File: src/hdl/assert_macros.svh
// Assertion macros used by the top level of the tile store.
// Depends on nothing; the checks drop out when SYNTHESIS is defined.
`ifndef ASSERT_MACROS_SVH
`define ASSERT_MACROS_SVH

`ifndef SYNTHESIS

// Plain property checked on every rising edge outside reset.
`define ASSERT_PROP(lbl, clk, rstn, prop) \
  lbl: assert property (@(posedge clk) disable iff (!(rstn)) (prop)) \
    else $error("assertion failed");

// Same-cycle implication.
`define ASSERT_IMPL(lbl, clk, rstn, ante, cons) \
  `ASSERT_PROP(lbl, clk, rstn, (ante) |-> (cons))

// Next-cycle implication.
`define ASSERT_NEXT(lbl, clk, rstn, ante, cons) \
  `ASSERT_PROP(lbl, clk, rstn, (ante) |=> (cons))

`else

`define ASSERT_PROP(lbl, clk, rstn, prop)
`define ASSERT_IMPL(lbl, clk, rstn, ante, cons)
`define ASSERT_NEXT(lbl, clk, rstn, ante, cons)

`endif

`endif

File: src/hdl/tsdr_pkg.sv
// Package of the dirty-rectangle tile store: grid constants, command codes,
// transaction structs and the rectangle record. Depends on nothing.
`timescale 1ns / 1ps
`default_nettype none

package tsdr_pkg;

  // Grid geometry.
  localparam int CHUNK_SIZE = 64;
  localparam int CELL_COUNT = CHUNK_SIZE * CHUNK_SIZE;
  localparam int COORD_W    = $clog2(CHUNK_SIZE);
  localparam int ADDR_W     = $clog2(CELL_COUNT);
  localparam int DATA_W     = 32;
  localparam int RECT_W     = 6;

  typedef logic [COORD_W-1:0] coord_t;
  typedef logic [ADDR_W-1:0]  addr_t;

  // Command codes.
  typedef enum logic [1:0] {
    FUNC_WRITE = 2'd0,
    FUNC_READ  = 2'd1,
    FUNC_FILL  = 2'd2,
    FUNC_CLEAR = 2'd3
  } func_t;

  // Input transaction.
  typedef struct packed {
    func_t              func;
    logic signed [15:0] cell_x;
    logic signed [15:0] cell_y;
    logic [DATA_W-1:0]  cell_value;
  } in_t;

  // Result transaction.
  typedef struct packed {
    logic [DATA_W-1:0] read_data;
    logic              rect_any;
    logic [RECT_W-1:0] rect_left;
    logic [RECT_W-1:0] rect_top;
    logic [RECT_W-1:0] rect_right;
    logic [RECT_W-1:0] rect_bottom;
  } out_t;

  // Dirty rectangle as held in the tracker.
  typedef struct packed {
    logic   any;
    coord_t left;
    coord_t top;
    coord_t right;
    coord_t bottom;
  } rect_t;

  // Update request from the controller to the rectangle tracker.
  typedef struct packed {
    logic   wr;
    logic   fill;
    logic   clr;
    coord_t x;
    coord_t y;
  } rect_cmd_t;

  // Fit a grid coordinate into the result field, masking or zero extending.
  function automatic logic [RECT_W-1:0] to_rect_field(coord_t c);
    logic [RECT_W+COORD_W-1:0] wide;
    wide = {{RECT_W{1'b0}}, c};
    return wide[RECT_W-1:0];
  endfunction

endpackage

`default_nettype wire

File: src/hdl/tsdr_rect.sv
// Dirty-rectangle tracker: holds the bounding box of written cells; a fill marks the whole grid, a clear empties it.
// Depends on tsdr_pkg.
`timescale 1ns / 1ps
`default_nettype none

module tsdr_rect
  import tsdr_pkg::*;
(
  input  wire logic      clk,
  input  wire logic      rst_n,
  input  wire rect_cmd_t cmd,
  output rect_t          rect_cur,
  output rect_t          rect_nxt
);

  rect_t rect_r;

  // Next rectangle for the current command.
  always_comb begin
    rect_nxt = rect_r;
    if (cmd.clr) begin
      rect_nxt = '0;
    end else if (cmd.fill) begin
      rect_nxt.any    = 1'b1;
      rect_nxt.left   = '0;
      rect_nxt.top    = '0;
      rect_nxt.right  = COORD_W'(CHUNK_SIZE - 1);
      rect_nxt.bottom = COORD_W'(CHUNK_SIZE - 1);
    end else if (cmd.wr) begin
      if (!rect_r.any) begin
        rect_nxt.any    = 1'b1;
        rect_nxt.left   = cmd.x;
        rect_nxt.right  = cmd.x;
        rect_nxt.top    = cmd.y;
        rect_nxt.bottom = cmd.y;
      end else begin
        if (cmd.x < rect_r.left)   rect_nxt.left   = cmd.x;
        if (cmd.x > rect_r.right)  rect_nxt.right  = cmd.x;
        if (cmd.y < rect_r.top)    rect_nxt.top    = cmd.y;
        if (cmd.y > rect_r.bottom) rect_nxt.bottom = cmd.y;
      end
    end
  end

  // Rectangle register; starts empty.
  always_ff @(posedge clk) begin
    if (!rst_n) begin
      rect_r <= '0;
    end else begin
      rect_r <= rect_nxt;
    end
  end

  assign rect_cur = rect_r;

endmodule

`default_nettype wire

File: config.mk
export PLATFORM = sky130hd
export DESIGN_NAME = tsdr_rect
export DESIGN_NICKNAME = d
export VERILOG_FILES = /design/src/hdl/assert_macros.svh /design/src/hdl/tsdr_pkg.sv /design/src/hdl/tsdr_rect.sv
export SDC_FILE = /design/constraint.sdc
export NUM_CORES = 1
export LEC_CHECK = 0
export ABC_AREA = 0
export BUFFER_PORTS_ARGS = -buffer_cell sky130_fd_sc_hd__buf_2
export CAP_MARGIN = 25
export CORE_ASPECT_RATIO = 1.75
export CORE_UTILIZATION = 42
export CTS_CLUSTER_DIAMETER = 60
export DETAILED_ROUTE_END_ITERATION = 8
export PLACE_DENSITY_LB_ADDON = 0.3
export SYNTH_ARGS = -nofsm -noshare
export SYNTH_HDL_FRONTEND = slang
export SYNTH_SLANG_ARGS = --single-unit
export TNS_END_PERCENT = 5
File: constraint.sdc
create_clock -name clk -period 2.6 [get_ports clk]
set_input_delay 0.52 -clock clk [delete_from_list [all_inputs] [get_ports clk]]
set_output_delay 0.52 -clock clk [all_outputs]
set_load 0.01 [all_outputs]
==> results of run 1 <==
[worst paths after layout]
kind                start           end  slack (ps)  depth (start not counted)
min reg2reg  rect_cur[15]  rect_cur[15]         520                          2
max                cmd[9]   rect_nxt[6]        -110                          8
max reg2reg   rect_cur[1]   rect_cur[2]         280                         13
min                 rst_n  rect_cur[24]         470                          2
[cell families after synthesis]
kind of cell,count (synthesis)
AO/OA/AOI/OAI,63
buffers and inverters,34
flip-flops,25
AND/OR/NAND/NOR,36
adder cells (fa/ha/maj),22
multiplexers,18
[Yosys cell counts]
cell type	instances	area, sq um
nand2_1	2	7.510
a21o_1	2	15.01
and2_0	1	6.260
buf_2	1	5.000
ha_1	22	275.3
nor2b_1	2	12.51
inv_1	27	101.4
a211oi_1	1	7.510
o221ai_2	1	15.01
and3_1	1	6.260
o21ai_1	1	5.000
o21ai_0	12	60.06
nor4_1	1	6.260
and2_1	2	12.51
a41o_1	2	20.02
nand4_1	1	6.260
and3_2	1	7.510
a21oi_1	37	185.2
and4_4	2	22.52
o21a_1	2	15.01
clkbuf_1	6	22.52
a21o_2	1	8.760
nor2_1	13	48.80
dfxtp_1	25	500.5
nand3_1	6	30.03
a41oi_4	2	55.05
or2_2	1	6.260
a221oi_1	1	8.760
a31oi_1	1	6.260
mux2i_1	18	180.2
nand2b_1	3	18.77
[report_power, final]
group | internal [mW] | switching (mW) | leakage (nW)
sequential | 0.399 | 0.0135 | 0.209
combinational | 0.168 | 0.168 | 1.01
clock | 0.107 | 0.127 | 0.0255
total | 0.674 | 0.309 | 1.24
[repair_timing]
item / in CTS / in global routing
pin swaps: 14 / 3
hold endpoints to repair: 0 / 0
setup endpoints to repair: 24 / 24
hold buffers: 0 / 0
setup buffers: 14 / 0
gates resized for setup: 42 / 7
[per-stage QoR]
| stage | setup slack (ps) | hold WS, ps | area, sq um | total power, mW | utilization |
|---|---|---|---|---|---|
| 3_5_place_dp | -221.2 | 503.0 | 2228 | 0.6935 | 0.5764 |
| 5_1_grt | -210.1 | 486.6 | 2565 | 1.043 | 0.6634 |
| 3_3_place_gp | -179.6 | 494.8 | 2228 | 0.6880 | 0.5764 |
| 6_report | -105.3 | 472.5 | 2565 | 0.9831 | 0.6634 |
| 4_1_cts | -72.40 | 469.7 | 2547 | 0.9804 | 0.6589 |
| 2_1_floorplan | 150.4 | 522.0 | 1678 | 0.5694 | - |
[per-layer routing]
metal | track usage | vias up | wire [microns]
met2 | 0.5025 | 48 | 2946
li1 | - | 901 | -
met3 | 0.01773 | 7 | 152
met4 | 0.07273 | 0 | 95
met5 | 0 | - | 0
met1 | 0.2500 | 869 | 1873
[cell type report]
cell class                      count  area [sq um]
Clock inverter                      1         5.005
Fill cell                         320          1301
Timing Repair Buffer              104         643.1
Tap cell                           48         60.06
Multi-Input combinational cell    139          1200
Clock buffer                        3         41.29
Inverter                           27         101.3
Sequential cell                    25         514.2
[worst reg2reg max path, stage by stage, from the launching register on]
cell and delay [ps]:
dfxtp_1 350, inv_1 50, ha_1 290, nor2b_1 140, o21ai_1 220, a41oi_4 150, buf_6 170, mux2i_2 160
buf_4 130, buf_4 120, buf_4 120, buf_4 120, buf_4 120, a21oi_1 120
==> results.env, run 1 <==
NUMBER_OF_BUFFERS_ADDED_BY_THE_CLOCK_TREE_SYNTHESIS_STEP=3
YOSYS_WARNINGS=0
POST-DP-HPWL_MICRONS=3741
CTS_TREE='yes'
TOTAL_LEAKAGE_POWER_nW=1.240
PLACED_CELLS=330
TIMING.CRITICAL_PATH.REQUIRED_PS=2080
FRACTION_OF_THE_MAPPED_NETLIST_AREA_IN_COMPOUND_GATES=0.2394
COREAREA_SQ_MM=0.003866
LARGEST_REG_FLOPS=25
MAPPEDNETLISTAREA_SQ_MM=0.001678
FLOORPLAN.DIE_AREA_SQ_MM=0.004262
FMAX_MHz=369.6
FLOORPLAN.INITIALDENSITY=0.4340
DR.PASS1.ITERS=4
FAILED_CHECKS='negative setup slack'
GRT_START_MAX_NET_PINS=21
SYNTHESIS.AREA_PER_INSTANCE_SQ_UM=8.474
WORST_CASE_SETUP_MARGIN_IN_THE_FINAL_LAYOUT_PS=-105.3
CRIT_BUF_INV=2
CLKTRANSATPATHREGS_PS=90
MAXIMUM_CLOCK_SKEW_AT_FINAL_LAYOUT_PS=6.827
POWER.DENSITY_CELL_AREA_mW_PER_MM2=383.3
CELL_WITH_THE_LARGEST_STAGE_DELAY_ON_THE_WORST_PATH='a41oi_4'
LAYOUT_COMMON_CELLS='buf_2 (61), buf_4 (39), a21oi_1 (37)'
DIODES=0
CRITICAL_PATH.CELL_CHAIN='buf_6 > ha_4 > and4_4 > a41o_1 > a41oi_4 > mux2i_2 > a21oi_1 > buf_2'
CATEGORY_OF_THE_WORST_SETUP_PATH_CAPTURE_POINT='primary output'
YOSYS_REGISTER_BITS=25
DRT-TOTAL-WL_MICRONS=5068
MAX_VDD_DROP_mV=0.4124
CTSHTREEMAXLEVEL=1
ANT_NETS=0
AREA_GROWTH_PCT=52.87
HOLD_VIOLATIONS=0
STD_CELL_ROWS=30
POST_DRT_VIA_CELL_RATIO=5.259
CHIPHEIGHT_MICRONS=85.61
DRT_DRC_VIOLATIONS_LEFT=0
TOP_LEVEL_PORTS=67
DRV_CAP=0
PERIOD_MINUS_SLACK_PS=2705
FIRST_ITER_VIOLATIONS=48
GRT_PASS1_WL_MICRONS=8045
POSTSYNTHNETCOUNT=237
GRT_OVERFLOW_TOTAL=0
GRT_PASS1_VIAS=1798
WORSTSKEWPAIRLATENCY_PS=270
FINISH.NET_COUNT=339
WORST-SETUP-PATH-TYPE='input pin to primary output'
PLACER_CONGESTION_ESTIMATE=0.8039
ROUTE.DETAILED.WL_PER_INST_MICRONS=14.61
DIE_WIDTH_MICRONS=49.78
GRT_ANTENNA_BEFORE_REPAIR=0
CLOCK_TREE.BUFFER_DEPTH=2
TRACK_USAGE=0.2452
CRITICAL-PATH-TOP-DELAY-FAMILY='compound AO/OA/AOI/OAI gates'
TRITONCTS_NUM_SINKS=25
POST_SYNTH_NUM_CELL_TYPES=31
DR_TOTAL_VIAS=1825
POST_SYNTH_INST_COUNT=198
POST_ROUTE_CLOCK_PERIOD_UTILIZATION=1.041
SYNTH_ADDER_AREA_SHARE=0.1641
SYNTH-SIMPLE-AREA-SHARE=0.1141
BUFFER_PORTS.INSERTED=66
SLEW-LIMIT-HEADROOM=0.6884
STARTPOINT_TYPE='input pin'
WORST_PATH_LARGEST_CELL_DELAY_PS=350
OUTCOME='finished, violations left'
FINAL-MAX-SLEW-VIOLATION-COUNT=0
HOLD_PATH_CLASS='input pin to register'
STDCELL_COUNT=347
SYNTH_TOP_FAMILY_BY_AREA='compound AO/OA/AOI/OAI gates'
FINAL-SETUP-VIOL-COUNT=18
WORST_EP_ARRIVAL_TIME_PS=2190
SYNTH_XOR_AREA_FRAC=0
LAYOUT_COMMONEST_CELL='buf_2'
TIMING.SETUP.TNS_PS=-763.1
FINAL_LAYOUT_SIZE_SUFFIX_GT1_FRAC=0.4983
POST_SYNTH_MUX_AREA_SHARE=0.1074
SEQUENTIAL_AREA_SHARE_AFTER_SYNTHESIS=0.2983
MASTER_CELL_OF_THE_CLOCK_ROOT_BUFFER='clkbuf_8'
CRITICAL_PATH.MAX_FANOUT=6
GRT_SETUP_UNREPAIRED='true'
LEAST_MARGIN_PIN_SLEW_PS=467.3
Power figures use the tool's default switching activity.
==> inputs of run 2 (changes only) <==
Settings changed: CAP_MARGIN 25 to 5, RECOVER_POWER set to 25, SETUP_SLACK_MARGIN set to 0.05.
==> run 2 against run 1 <==
The flow still finishes with violations (negative setup slack). Cell area up 2.1%. Critical path depth unchanged. Power up 1.8%. Wire length up 3.5%. Core utilization up 1.4 points. Flip-flop and latch count unchanged. Fmax about the same. Worst setup slack better by 1.2 ps. Register-to-register slack worse by 50 ps. Clock power about the same. Via count up 1.2%. Critical endpoint unchanged.
==> results.env, run 2 (synthesis gave the netlist of run 1 again) <==
OUTCOME='finished, violations left'
FAILED_CHECKS='negative setup slack'
STARTPOINT_TYPE='input pin'
STD_CELL_ROWS=30  # unchanged
TIMING.REG2REG.WORST_PATH_DEPTH=12  # -1
FIRST_ITER_VIOLATIONS=40  # -17%
DRV_CAP=0  # unchanged
ANT_NETS=0  # unchanged
HOLD_PATH_CLASS='input pin to register'
CLKTRANSATPATHREGS_PS=90  # about the same
POST-DP-HPWL_MICRONS=3741  # unchanged
GRT_PASS1_WL_MICRONS=8107  # +0.77%
N_FILL_CELL=310  # -3.1%
GRT_START_MAX_NET_PINS=21  # unchanged
LAYOUT_COMMON_CELLS='buf_2 (61), buf_4 (40), a21oi_1 (37)'
WORST-SETUP-PATH-TYPE='input pin to primary output'
GRT_PASS1_VIAS=1818  # +1.1%
FINAL-MAX-SLEW-VIOLATION-COUNT=0  # unchanged
CRITICAL_PATH.MAX_FANOUT=6  # unchanged
CTS_TREE='yes'
TOP_LEVEL_PORTS=67  # unchanged
CLOCK_TREE.BUFFER_DEPTH=2  # unchanged
PLACER_CONGESTION_ESTIMATE=0.8039  # unchanged
CTSHTREEMAXLEVEL=1  # unchanged
CRIT_PATH_END='rect_nxt[6]'
LEAST_MARGIN_PIN_SLEW_PS=480.3  # +12.92 ps
TOTAL_LEAKAGE_POWER_nW=1.246  # +0.52%
GRT_ANTENNA_BEFORE_REPAIR=0  # unchanged
CHIPHEIGHT_MICRONS=85.61  # unchanged
MAXIMUM_CLOCK_SKEW_AT_FINAL_LAYOUT_PS=4.087  # -2.740 ps
TRACK_USAGE=0.2474  # +0.002176
DR.PASS1.ITERS=4  # unchanged
POST_DRT_VIA_CELL_RATIO=5.307  # +0.91%
AREA_GROWTH_PCT=56.08
FINAL-SETUP-VIOL-COUNT=18  # unchanged
TIMING.HOLD.WORST_PATH_DEPTH=2  # unchanged
FLOORPLAN.DIE_AREA_SQ_MM=0.004262  # unchanged
CATEGORY_OF_THE_WORST_SETUP_PATH_CAPTURE_POINT='primary output'
DRT_DRC_VIOLATIONS_LEFT=0  # unchanged
STDCELL_COUNT=348  # +0.29%
WORSTSKEWPAIRLATENCY_PS=270  # about the same
POWER.DENSITY_CELL_AREA_mW_PER_MM2=382.1  # -0.30%
GRT_SETUP_UNREPAIRED='true'
TRITONCTS_NUM_SINKS=25  # unchanged
FINAL_LAYOUT_SIZE_SUFFIX_GT1_FRAC=0.5200  # +0.02167
WORST_PATH_LARGEST_CELL_DELAY_PS=340  # about the same
COREAREA_SQ_MM=0.003866  # unchanged
POST_ROUTE_CLOCK_PERIOD_UTILIZATION=1.040  # about the same
GRT_OVERFLOW_TOTAL=0  # unchanged
MASTER_CELL_OF_THE_CLOCK_ROOT_BUFFER='clkbuf_8'
TIMING.CRITICAL_PATH.REQUIRED_PS=2080  # about the same
WORST_EP_ARRIVAL_TIME_PS=2180  # about the same
PLACED_CELLS=330  # unchanged
LAYOUT_COMMONEST_CELL='buf_2'
DRT-TOTAL-WL_MICRONS=5244  # +3.5%
FLOORPLAN.INITIALDENSITY=0.4340  # unchanged
LARGEST_REG_FLOPS=25  # unchanged
POST_ROUTE_TOTAL_POWER_mW=1.001  # +1.8%
DR_TOTAL_VIAS=1847  # +1.2%
CRITICAL_PATH.CELL_CHAIN='buf_6 > ha_4 > and4_4 > a41o_1 > a41oi_4 > mux2i_2 > a21oi_1 > buf_2'
PERIOD_MINUS_SLACK_PS=2704  # -1.241 ps
FMAX_MHz=369.8  # about the same
WORST_R2R_ENDPOINT='rect_cur[11]'
FINISH.NET_COUNT=340  # +0.29%
FIN_UTIL=0.6773  # +0.01392
HOLD_VIOLATIONS=0  # unchanged
WORST_CASE_SETUP_MARGIN_IN_THE_FINAL_LAYOUT_PS=-104.1  # +1.241 ps
SLEW-LIMIT-HEADROOM=0.6794  # -0.009054
NUMBER_OF_BUFFERS_ADDED_BY_THE_CLOCK_TREE_SYNTHESIS_STEP=3  # unchanged
MAX_VDD_DROP_mV=0.3890  # -5.7%
ROUTE.DETAILED.WL_PER_INST_MICRONS=15.07  # +3.2%
TIMING.CRITICAL_PATH.FROM='cmd[9]'
CELL_WITH_THE_LARGEST_STAGE_DELAY_ON_THE_WORST_PATH='a41oi_4'
BUFFER_PORTS.INSERTED=66  # unchanged
DIE_WIDTH_MICRONS=49.78  # unchanged
WORSTREG2REGSTART='rect_cur[11]'
R2R_SETUP_SLACK_PS=230  # -50 ps
POST-PLACE-WS_PS=-221.2  # unchanged
DIODES=0  # unchanged
run 2: cell count changes in the layout (fill, tap and decap cells not counted), sizes merged:
cell	delta
buf	+1
run 2: worst min path at each step:
| stage | from | endpoint | slack [ps] |
|---|---|---|---|
| 3_5_place_dp | rect_cur[12] | rect_cur[12] | 500 |
| 4_1_cts | rst_n | rect_cur[24] | 470 |
| 5_1_grt | rst_n | rect_cur[24] | 490 |
| 6_report | rst_n | rect_cur[24] | 470 |
| 3_3_place_gp | rect_cur[12] | rect_cur[12] | 490 |
| 2_1_floorplan | rect_cur[13] | rect_cur[13] | 520 |
run 2: layout make-up:
type / instances / area (sq um) / share of cell area
clock inverters: 1 / 5.005 / 0.001911
multi-input cells: 139 / 1244 / 0.4749
inverters: 27 / 101.3 / 0.03870
flip-flops and latches: 25 / 516.7 / 0.1973
repair buffers: 105 / 650.6 / 0.2484
clock buffers: 3 / 41.29 / 0.01577
well taps: 48 / 60.06 / 0.02293
run 2: stage by stage:
step                TNS [ps]  hold slack [ps]  area (sq um)
global placement       -3070            494.8          2228
finish                 -1017            473.2          2619
global route           -3019            486.9          2619
floorplan                  0            522.0          1678
detailed placement     -3304            503.0          2228
CTS                   -552.6            469.7          2566
run 2: routing by layer:
metal | up-vias | part of all wire | GRT usage
li1 | 904 | - | -
met1 | 883 | 0.37 | 0.2511
met2 | 50 | 0.58 | 0.4902
met3 | 10 | 0.029 | 0.02305
met4 | 0 | 0.027 | 0.1039
met5 | - | 0 | 0
run 2: worst max-delay path: cells and delay by family:
kind | cells | cell delay (ps)
adders and majority gates | 1 | 230
muxes | 1 | 320
and+or+nand+nor | 1 | 190
buffers and inverters | 2 | 260
AOI/OAI and AO/OA | 3 | 670
run 2: report_power, final:
group / switching (mW) / internal, mW
clock network: 0.130 / 0.107
registers: 0.0145 / 0.398
logic: 0.175 / 0.175
run 2: what timing repair did:
item,in CTS,in global routing
setup buffers,14,1
pin swaps,18,5
resized for setup,45,15
hold buffers,0,0
setup endpoints to repair,24,24
